## config.mk

```make
export PLATFORM = sky130hd
export DESIGN_NAME = rc_link_channel_frame_parser
export DESIGN_NICKNAME = d
export VERILOG_FILES = /design/src/rtl/rclcfp_pkg.sv /design/src/rtl/rc_link_channel_frame_parser.sv /design/src/rtl/rclcfp_scale.sv
export SDC_FILE = /design/constraint.sdc
export NUM_CORES = 1
export LEC_CHECK = 0
export BUFFER_PORTS_ARGS = -buffer_cell sky130_fd_sc_hd__buf_2
export CAP_MARGIN = 20
export CORE_AREA = 3 3 106 185
export DETAILED_ROUTE_END_ITERATION = 7
export DIE_AREA = 0 0 109 188
export PLACE_DENSITY = 0.54
export SYNTH_ARGS = -nofsm -noshare
export SYNTH_HDL_FRONTEND = slang
export SYNTH_SLANG_ARGS = --single-unit
```

## constraint.sdc

```tcl
create_clock -name clk_i -period 18.8 [get_ports clk_i]
set_input_delay 0.94 -clock clk_i [delete_from_list [all_inputs] [get_ports clk_i]]
set_output_delay 0.94 -clock clk_i [all_outputs]
set_load 0.02 [all_outputs]
```

## src/rtl/rclcfp_pkg.sv

```systemverilog
// rclcfp_pkg: shared types and constants for the rc link channel frame parser
// no dependencies

package rclcfp_pkg;

  typedef enum logic [1:0] {
    PH_HUNT    = 2'd0,
    PH_LEN     = 2'd1,
    PH_TYPE    = 2'd2,
    PH_PAYLOAD = 2'd3
  } phase_e;

  localparam logic [7:0] SYNC_BYTE = 8'hC8;
  localparam logic [7:0] RC_TYPE   = 8'h16;

  localparam int unsigned CH_BITS  = 11;
  localparam int unsigned ACC_BITS = 18;
  localparam int unsigned HELD_BITS = 5;

  localparam logic [CH_BITS-1:0] RAW_MIN = 11'd172;
  localparam logic [CH_BITS-1:0] RAW_MAX = 11'd1811;
  localparam logic [CH_BITS-1:0] OUT_MIN = 11'd1000;
  localparam logic [CH_BITS-1:0] OUT_MAX = 11'd2000;

  // floor(d * 1000 / 1639) == (d * SCALE_MUL) >> SCALE_SHIFT for d in 0..1639
  localparam logic [21:0] SCALE_MUL   = 22'd2559063;
  localparam int unsigned SCALE_SHIFT = 22;

  localparam logic [HELD_BITS-1:0] BYTE_BITS = 5'd8;
  localparam logic [HELD_BITS-1:0] CH_WIDTH  = 5'd11;

  // configuration register indexes
  localparam logic [1:0] REG_ROLL     = 2'd0;
  localparam logic [1:0] REG_PITCH    = 2'd1;
  localparam logic [1:0] REG_THROTTLE = 2'd2;
  localparam logic [1:0] REG_YAW      = 2'd3;

  // stick channel numbers
  localparam logic [4:0] CH_ROLL     = 5'd0;
  localparam logic [4:0] CH_PITCH    = 5'd1;
  localparam logic [4:0] CH_THROTTLE = 5'd2;
  localparam logic [4:0] CH_YAW      = 5'd3;

endpackage

```

## src/rtl/rc_link_channel_frame_parser.sv

```systemverilog
// rc_link_channel_frame_parser: rc channels frame parser, top level
// depends on rclcfp_pkg and rclcfp_scale
// path: a byte taken into the input register is parsed there and its result is
// captured in the output register; a held output stalls the input as well
// throughput: one byte per cycle unless stalled, set by the single parse stage and output register
// reset: asynchronous; hunts for sync, slots 0..3, accumulator and counts cleared

module rc_link_channel_frame_parser import rclcfp_pkg::*; #(
  parameter int unsigned NUM_CHANNELS = 8
) (
  input  logic         clk_i,
  input  logic         rst_ni,
  input  logic         cfg_we_i,
  input  logic [1:0]   cfg_idx_i,
  input  logic [2:0]   cfg_data_i,
  input  logic         in_valid_i,
  output logic         in_stall_o,
  input  logic [7:0]   rx_byte_i,
  output logic         out_valid_o,
  input  logic         out_stall_i,
  output logic [2:0]   slot_o,
  output logic [10:0]  pulse_value_o,
  output logic         frame_done_o
);

  localparam int unsigned CntW = (NUM_CHANNELS > 1) ? $clog2(NUM_CHANNELS) : 1;
  localparam logic [CntW-1:0] LastCh = CntW'(NUM_CHANNELS - 1);

  logic [2:0] roll_slot_q, pitch_slot_q, throttle_slot_q, yaw_slot_q;

  logic       in_valid_q;
  logic [7:0] byte_q;

  phase_e                phase_q, phase_d;
  logic [ACC_BITS-1:0]   acc_q, acc_d;
  logic [HELD_BITS-1:0]  held_q, held_d;
  logic [CntW-1:0]       cnt_q, cnt_d;

  logic        out_valid_q;
  logic [2:0]  slot_q;
  logic [10:0] pulse_q;
  logic        done_q;

  logic                 advance;
  logic                 process;
  logic                 emit;
  logic [ACC_BITS-1:0]  acc_new;
  logic [HELD_BITS-1:0] held_new;
  logic [CH_BITS-1:0]   raw;
  logic [CH_BITS-1:0]   pulse;
  logic [2:0]           slot;
  logic                 last;
  logic [4:0]           ch_wide;

  assign advance    = !out_valid_q || !out_stall_i;
  assign process    = in_valid_q && advance;
  assign in_stall_o = in_valid_q && !advance;

  // configuration
  always_ff @(posedge clk_i or negedge rst_ni) begin
    if (!rst_ni) begin
      roll_slot_q     <= 3'd0;
      pitch_slot_q    <= 3'd1;
      throttle_slot_q <= 3'd2;
      yaw_slot_q      <= 3'd3;
    end else if (cfg_we_i) begin
      unique case (cfg_idx_i)
        REG_ROLL:     roll_slot_q     <= cfg_data_i;
        REG_PITCH:    pitch_slot_q    <= cfg_data_i;
        REG_THROTTLE: throttle_slot_q <= cfg_data_i;
        REG_YAW:      yaw_slot_q      <= cfg_data_i;
        default:      ;
      endcase
    end
  end

  // input register
  always_ff @(posedge clk_i or negedge rst_ni) begin
    if (!rst_ni) begin
      in_valid_q <= 1'b0;
    end else if (!in_stall_o) begin
      in_valid_q <= in_valid_i;
    end
  end

  always_ff @(posedge clk_i) begin
    if (in_valid_i && !in_stall_o) begin
      byte_q <= rx_byte_i;
    end
  end

  // parse
  assign acc_new  = acc_q | (ACC_BITS'(byte_q) << held_q[3:0]);
  assign held_new = held_q + BYTE_BITS;
  assign raw      = acc_new[CH_BITS-1:0];
  assign last     = (cnt_q == LastCh);
  assign ch_wide  = 5'(cnt_q);

  always_comb begin
    unique case (ch_wide)
      CH_ROLL:     slot = roll_slot_q;
      CH_PITCH:    slot = pitch_slot_q;
      CH_THROTTLE: slot = throttle_slot_q;
      CH_YAW:      slot = yaw_slot_q;
      default:     slot = ch_wide[2:0];
    endcase
  end

  always_comb begin
    phase_d = phase_q;
    acc_d   = acc_q;
    held_d  = held_q;
    cnt_d   = cnt_q;
    emit    = 1'b0;
    unique case (phase_q)
      PH_HUNT: begin
        if (byte_q == SYNC_BYTE) phase_d = PH_LEN;
      end
      PH_LEN: begin
        phase_d = PH_TYPE;
      end
      PH_TYPE: begin
        if (byte_q == RC_TYPE) begin
          phase_d = PH_PAYLOAD;
          acc_d   = '0;
          held_d  = '0;
          cnt_d   = '0;
        end else if (byte_q == SYNC_BYTE) begin
          phase_d = PH_LEN;
        end else begin
          phase_d = PH_HUNT;
        end
      end
      PH_PAYLOAD: begin
        if (held_new < CH_WIDTH) begin
          acc_d  = acc_new;
          held_d = held_new;
        end else begin
          emit = 1'b1;
          if (last) begin
            phase_d = PH_HUNT;
            acc_d   = '0;
            held_d  = '0;
            cnt_d   = '0;
          end else begin
            acc_d  = acc_new >> CH_BITS;
            held_d = held_new - CH_WIDTH;
            cnt_d  = cnt_q + 1'b1;
          end
        end
      end
      default: ;
    endcase
  end

  rclcfp_scale u_scale (
    .raw_i   (raw),
    .pulse_o (pulse)
  );

  always_ff @(posedge clk_i or negedge rst_ni) begin
    if (!rst_ni) begin
      phase_q <= PH_HUNT;
      acc_q   <= '0;
      held_q  <= '0;
      cnt_q   <= '0;
    end else if (process) begin
      phase_q <= phase_d;
      acc_q   <= acc_d;
      held_q  <= held_d;
      cnt_q   <= cnt_d;
    end
  end

  // output register
  always_ff @(posedge clk_i or negedge rst_ni) begin
    if (!rst_ni) begin
      out_valid_q <= 1'b0;
    end else if (advance) begin
      out_valid_q <= process && emit;
    end
  end

  always_ff @(posedge clk_i) begin
    if (process && emit) begin
      slot_q  <= slot;
      pulse_q <= pulse;
      done_q  <= last;
    end
  end

  assign out_valid_o   = out_valid_q;
  assign slot_o        = slot_q;
  assign pulse_value_o = pulse_q;
  assign frame_done_o  = done_q;

`ifndef SYNTHESIS
  a_pulse_range: assert property (@(posedge clk_i) disable iff (!rst_ni)
    out_valid_o |-> (pulse_value_o >= OUT_MIN) && (pulse_value_o <= OUT_MAX))
    else $error("pulse value out of range");

  a_held_bound: assert property (@(posedge clk_i) disable iff (!rst_ni)
    held_q < CH_WIDTH)
    else $error("bit count exceeds one channel");

  a_stall_cause: assert property (@(posedge clk_i) disable iff (!rst_ni)
    in_stall_o |-> in_valid_q && out_valid_o && out_stall_i)
    else $error("input stalled without a blocked result");

  a_hold_on_stall: assert property (@(posedge clk_i) disable iff (!rst_ni)
    in_stall_o |=> $stable(phase_q) && $stable(cnt_q) && $stable(held_q))
    else $error("parser state moved while stalled");
`endif

endmodule

```

## src/rtl/rclcfp_scale.sv

```systemverilog
// rclcfp_scale: clamps a raw 11-bit channel and scales it to the pulse range
// depends on rclcfp_pkg

module rclcfp_scale import rclcfp_pkg::*; (
  input  logic [CH_BITS-1:0] raw_i,
  output logic [CH_BITS-1:0] pulse_o
);

  logic [CH_BITS-1:0] clamped;
  logic [CH_BITS-1:0] offset;
  logic [32:0]        prod;

  always_comb begin
    priority if (raw_i < RAW_MIN) begin
      clamped = RAW_MIN;
    end else if (raw_i > RAW_MAX) begin
      clamped = RAW_MAX;
    end else begin
      clamped = raw_i;
    end
    offset  = clamped - RAW_MIN;
    prod    = 33'(offset) * 33'(SCALE_MUL);
    pulse_o = OUT_MIN + prod[SCALE_SHIFT +: CH_BITS];
  end

endmodule
```

---- Yosys cells after proc, flatten, opt, wreduce, memory -nomap -nowiden ----
Cells that the tools add are included.
storage, ports and cells
  bits in registers ....................... 65
  input bits .............................. 18
  output and inout bits ................... 17
  logic and storage cells ................. 84
operators by class
  add/sub/neg operators ................... 5
  multipliers ............................. 1
  order comparisons ....................... 3
  equal/unequal tests ..................... 16
  shift-type cells ........................ 1
  multiplexer cells ....................... 23
  bitwise logic cells ..................... 1
  reduce and logical (&&, ||, !) cells .... 20
operators with widths
  cell                                                                           count
  18-bit 2-to-1 mux                                                              2
  18-bit one-hot mux with 2 select lines                                         1
  11-bit by 22-bit multiplier with 33-bit output, second input constant          1
  11-bit 2-to-1 mux                                                              2
  18-bit bitwise OR                                                              1
  8-bit by 4-bit << shifter with 18-bit output                                   1
  5-bit 2-to-1 mux                                                               3
  3-bit one-hot mux with 4 select lines                                          1
  10-bit by 11-bit adder with 11-bit output, first input constant                1
  11-bit > comparator, second input constant                                     1
  11-bit by 8-bit less-than comparator with 1-bit output, second input constant  1
  11-bit by 8-bit subtractor with 11-bit output, second input constant           1
  5-bit one-hot mux with 2 select lines                                          1
  3-bit 2-to-1 mux                                                               3
  2-bit equality test, second input constant                                     4
  8-bit by 5-bit equality test with 1-bit output, second input constant          1
  8-bit equality test, second input constant                                     1
  2-bit 2-to-1 mux                                                               4
  2-bit inequality test, second input constant                                   4
  2-bit one-hot mux with 4 select lines                                          1
  2-bit AND reduction                                                            4
  4-bit AND reduction                                                            2
  7-bit 2-to-1 mux                                                               1
  3-bit by 2-bit equality test with 1-bit output, second input constant          2
  other kinds (16)                                                               26

---- Longest topological paths before layout ----
  word-level depth ........................ 8
  gate-level depth with buffers ........... 37
  gate-level depth less buffers ........... 33

---- By module ----
Synthesis repeated with hierarchy kept, for this count alone.
unflattened totals
  cell total of the unflattened synthesis .. 772
  area total of the unflattened synthesis .. 7447.1 um^2
by module, submodules not included
  module                        times used  cells an instance  area each (um^2)
  rclcfp_scale                  1           479                4107.7
  rc_link_channel_frame_parser  1           293                3339.5

---- Worst setup path before layout ----
OpenSTA, ideal clock, no wires.
  kind .................................... register to register
  start point ............................. register held_q[0]
  end point ............................... register pulse_q[10] (netlist: pulse_value_o[10]) (data pin)
  library setup time ...................... 0.258 ns
  arrival time ............................ 8.063 ns
  data required time ...................... 18.542 ns
  setup slack ............................. 10.480 ns
  stages on the path, launching flop included .. 35
  period minus slack after synthesis ...... 8.320 ns
  path through ............................ dfrtp_1 -> buf_2 -> buf_2 -> nor3b_1 -> mux2i_1 -> o21ba_2 -> o21ai_1 -> a21oi_1 -> o21a_1 -> buf_2 -> a21oi_1 -> inv_1 -> ha_1 -> a22oi_1 -> xor2_1 -> ha_1 -> fa_1 -> inv_1 -> fa_1 -> inv_1 -> fa_1 -> inv_1 -> fa_1 -> inv_1 -> ha_1 -> nand3_1 -> nor2_1 -> a2111oi_2 -> o21a_1 -> nor2_1 -> o41ai_1 -> nand4_1 -> mux2i_1 -> nand3_1 -> xnor2_1
between the ends
  cells in the longest elaborated chain, start to end .. 8
RTL lines
  what                                              line                                 source
  start, declared                                   rc_link_channel_frame_parser.sv:36   logic [HELD_BITS-1:0] held_q, held_d;
  start signal, assigned                            rc_link_channel_frame_parser.sv:170  held_q <= held_d;
  8-bit by 4-bit << shifter with 18-bit output *    rc_link_channel_frame_parser.sv:93   assign acc_new = acc_q | (ACC_BITS'(byte_q) << held_q[3:0]);
  18-bit bitwise OR *                               rc_link_channel_frame_parser.sv:93
  11-bit > comparator                               rclcfp_scale.sv:16                   end else if (raw_i > RAW_MAX) begin
  11-bit 2-to-1 mux                                 rclcfp_scale.sv:16
  11-bit 2-to-1 mux *                               rclcfp_scale.sv:14                   priority if (raw_i < RAW_MIN) begin
  11-bit by 8-bit subtractor with 11-bit output *   rclcfp_scale.sv:21                   offset = clamped - RAW_MIN;
  11-bit by 22-bit multiplier with 33-bit output *  rclcfp_scale.sv:22                   prod = 33'(offset) * 33'(SCALE_MUL);
  10-bit by 11-bit adder with 11-bit output *       rclcfp_scale.sv:23                   pulse_o = OUT_MIN + prod[SCALE_SHIFT +: CH_BITS];
  named net pulse[10]                               rc_link_channel_frame_parser.sv:50   logic [CH_BITS-1:0] pulse;
  end signal, assigned                              rc_link_channel_frame_parser.sv:187  pulse_q <= pulse;
  end, declared                                     rc_link_channel_frame_parser.sv:41   logic [10:0] pulse_q;
Mark *: on every way through the listed nets, which the timed path passes. The rest lies on a longest branch.
A chain may end at the register's enable or synchronous reset.

---- Final worst setup path ----
Ends and elaborated chain as after synthesis.

==> results.yml <==
critical_path:
  r2r_start: "held_q[0]$_DFFE_PN0P_"
  end_kind: "flip-flop"
  required_ps: 18900
  path_buf_inv: 3
  cp_common_cell: "ha_1"
  path_class: "reg2reg"
  crit_fanout: 17
  ff2ff_path_depth: 29
  arrival_ps: 9550
  crit_family: "compound AO/OA/AOI/OAI gates"
  cp.depth: 29
  slowest_stage: "dfrtp_1"
  startpoint_type: "flip-flop"
  critPathLaunch: "held_q[0]$_DFFE_PN0P_"
  slowest_delay_ps: 740
placement:
  hpwl_mm: 15.8
  gp_congestion: 0.933
  port_buffers: 34
  pre_cts_slack_ps: 9400
logic_synthesis:
  synth_edf_count: 23
  synth.top_cell.area_share_pct: 20.0
  synth_seq_cells: 65
  ys_warn_count: 0
  synth_area_mm2: 0.00727
  synth_cell_types: 73
  synth_area_leader_cell: "ha_1"
  netlist_instances: 750
  ys_async_sr_fraction_pct: 64.6
  synthTopCellsByArea: "ha_1 20%, fa_1 15%, dfrtp_1 13%, edfxtp_1 9.5%, inv_1 6.2%"
  ys_seq_area_share_pct: 24.0
  syn_area_per_cell_um2: 9.69
  synth_top_flop_cell: "dfrtp_1"
  syn_nets: 938
clock_tree:
  ctsRootBufferMaster: "clkbuf_16"
  clock_latency_ps: 340
  cts_inserted_buffers: 9
  cts.reportedPaths.clkPinSlew_ps: 60
  cts_setup_buffers: 0
  ctsHoldBuffers: 0
  cts_tree: "built"
  cts_resized: 0
  clkSinkCount: 65
  cts_max_level: 3
  cts_buffer_depth: 2
sta:
  period_needed_ps: 9450
  setup_viol: 0
  slew_viol_final: 0
  hold_viol: 0
  layout_setup_ws_ps: 9350
  final.setup_skew_ps: 7.86
  setup-tns-final_ps: 0
  rsz0062_at_grt: "false"
  period_share_pct: 50.3
  worst_slew_pin_slew_ps: 986
  relSlewSlack_pct: 34.3
  fmax_ghz: 0.106
hold_path:
  worstHoldPathCells: 2
  hp-start: "acc_q[14]$_DFFE_PN0P_"
  worst_hold_path_type: "reg2reg"
power:
  p_leak_nw: 3.81
  p_total_mw: 1.03
  powerDensity_mw_per_mm2: 129
  ir_drop_uv: 64.3
detailed_routing:
  avgRoutedWirePerCell_um: 18.3
  final_antenna_net_count: 0
  avgViaCountPerCell: 5.45
  post-route-drc-count: 0
  wirelength_mm: 18.6
  drtPass1Iterations: 6
  route.vias.total: 5540
  drt_iter0_drc: 343
final_layout:
  drive_gt1_share_pct: 11.3
  fin_nets: 962
  antennaDiodeCount: 0
  synthToLayoutAreaGrowth_pct: 9.62
  postLayoutCoreUtil_pct: 43.3
global_route:
  track_usage_pct: 19.3
  grt_pass1_wl_mm: 30.1
  grt_max_degree: 43
  overflow: 0
  grt_antenna_before_repair: 0
  grt_pass1_vias: 5854
floorplanning:
  ioPinCount: 35
  core_area_mm2: 0.0184
  die_area_mm2: 0.0205
  rows: 66
  die_h_um: 188
  start_util_pct: 39.5
  die_w_um: 109
run_status:
  status: "completed"
run:
  max_cap_viol_count: 0
## registers in the layout (all words and copies together), names as in the netlist
signal / count
pitch_slot_q: 3
roll_slot_q: 3
throttle_slot_q: 3
cnt_q: 3
yaw_slot_q: 3
pulse_value_o: 11
in_valid_q: 1
frame_done_o: 1
held_q: 5
slot_o: 3
byte_q: 8
acc_q: 18
phase_q: 2
out_valid_o: 1
## power breakdown
part | internal (mW) | switching, mW | total (mW)
sequential | 0.174 | 0.00485 | 0.179
combinational | 0.276 | 0.395 | 0.671
clock | 0.114 | 0.0649 | 0.179
total | 0.564 | 0.465 | 1.03
## kinds of logic after synthesis
logic type               Yosys count  synth area share (%)
AND/OR/NAND/NOR                  165                  11.3
buffers and inverters            145                  7.95
XOR/XNOR                          20                  2.51
flip-flops                        65                  24.0
AO/OA/AOI/OAI                    155                  14.2
adder cells (fa/ha/maj)          170                  34.8
multiplexers                      30                  5.18
## path summary, 6_finish.rpt
check | endpoint | slack, ps
max | pulse_value_o[10]$_DFFE_PP_ | 9350
max in group asynchronous | pitch_slot_q[2]$_DFFE_PN0P_ | 17420
min | acc_q[14]$_DFFE_PN0P_ | 480
min in group asynchronous | acc_q[14]$_DFFE_PN0P_ | 750
min reg2reg | acc_q[14]$_DFFE_PN0P_ | 480
max reg2reg | pulse_value_o[10]$_DFFE_PP_ | 9350
## layer usage
| layer | vias up | GRT usage, % | wire, um |
|---|---|---|---|
| li1 | 2647 | - | - |
| met1 | 2727 | 18.3 | 6240 |
| met2 | 122 | 37.3 | 10700 |
| met3 | 44 | 2.10 | 454 |
| met5 | - | 0 | 0 |
| met4 | 0 | 12.7 | 1260 |
## stage by stage
step           std cells  cell area [um2]  hold WS [ps]
3_5_place_dp        1000             7630           482
2_1_floorplan        750             7270           449
6_report            1017             7970           483
3_3_place_gp        1000             7630           470
4_1_cts             1016             7960           493
5_1_grt             1017             7970           522
## layout by cell type (no fill, tap or decap), types with 4 or more instances in the layout
cell,instances
nor2b_1,7
a21oi_1,41
nor3b_1,6
xor2_1,8
a21o_1,9
o21a_1,5
inv_1,120
and2_1,5
a22o_1,4
o211ai_1,6
nor3_1,9
nand2b_1,4
or2_2,4
nor2_1,39
mux2_2,15
xnor2_1,11
nand2_1,49
dfstp_2,4
o21bai_1,7
ha_1,116
buf_2,34
nand3_1,14
nand4_1,5
edfxtp_1,23
clkbuf_16,10
o21ai_0,33
a211oi_1,7
fa_1,54
mux2i_1,11
dfrtp_1,38
## cells in the mapped netlist (all sizes together) (3+ instances only)
cell	count
ha	116
a211oi	7
nand3b	3
dfrtp	38
fa	54
mux4	4
nand2	49
mux2i	11
o211ai	6
and3	3
xnor2	12
nor2	39
nor3	10
nand3	14
a22oi	3
a222oi	3
nand4	5
nor2b	7
buf	9
nor3b	6
a22o	4
a21oi	41
and2	5
o31ai	3
a221o	3
o21bai	7
nor4	3
nand2b	4
a221oi	3
dfstp	4
inv	121
o21ai	37
clkbuf	15
or2	6
o21a	5
xor2	8
edfxtp	23
o22a	3
mux2	15
a21o	9
## worst register-to-register path, delay by kind of cell, from the launching register on
kind,cells,cell delay (ps)
compound gates,10,2880
fa+ha+maj,7,2760
mux,3,1190
flops,1,740
xor+xnor,2,720
simple gates,4,680
buf+inv,3,230
## final cells by class
class	instances	area [um2]
Fill cell	1784	10400
Multi-Input combinational cell	540	4950
Sequential cell	65	1750
Inverter	121	454
Tap cell	238	298
Clock buffer	11	264
Timing Repair Buffer	37	196
Clock inverter	5	60.1
(Power assumes the default switching activity.)
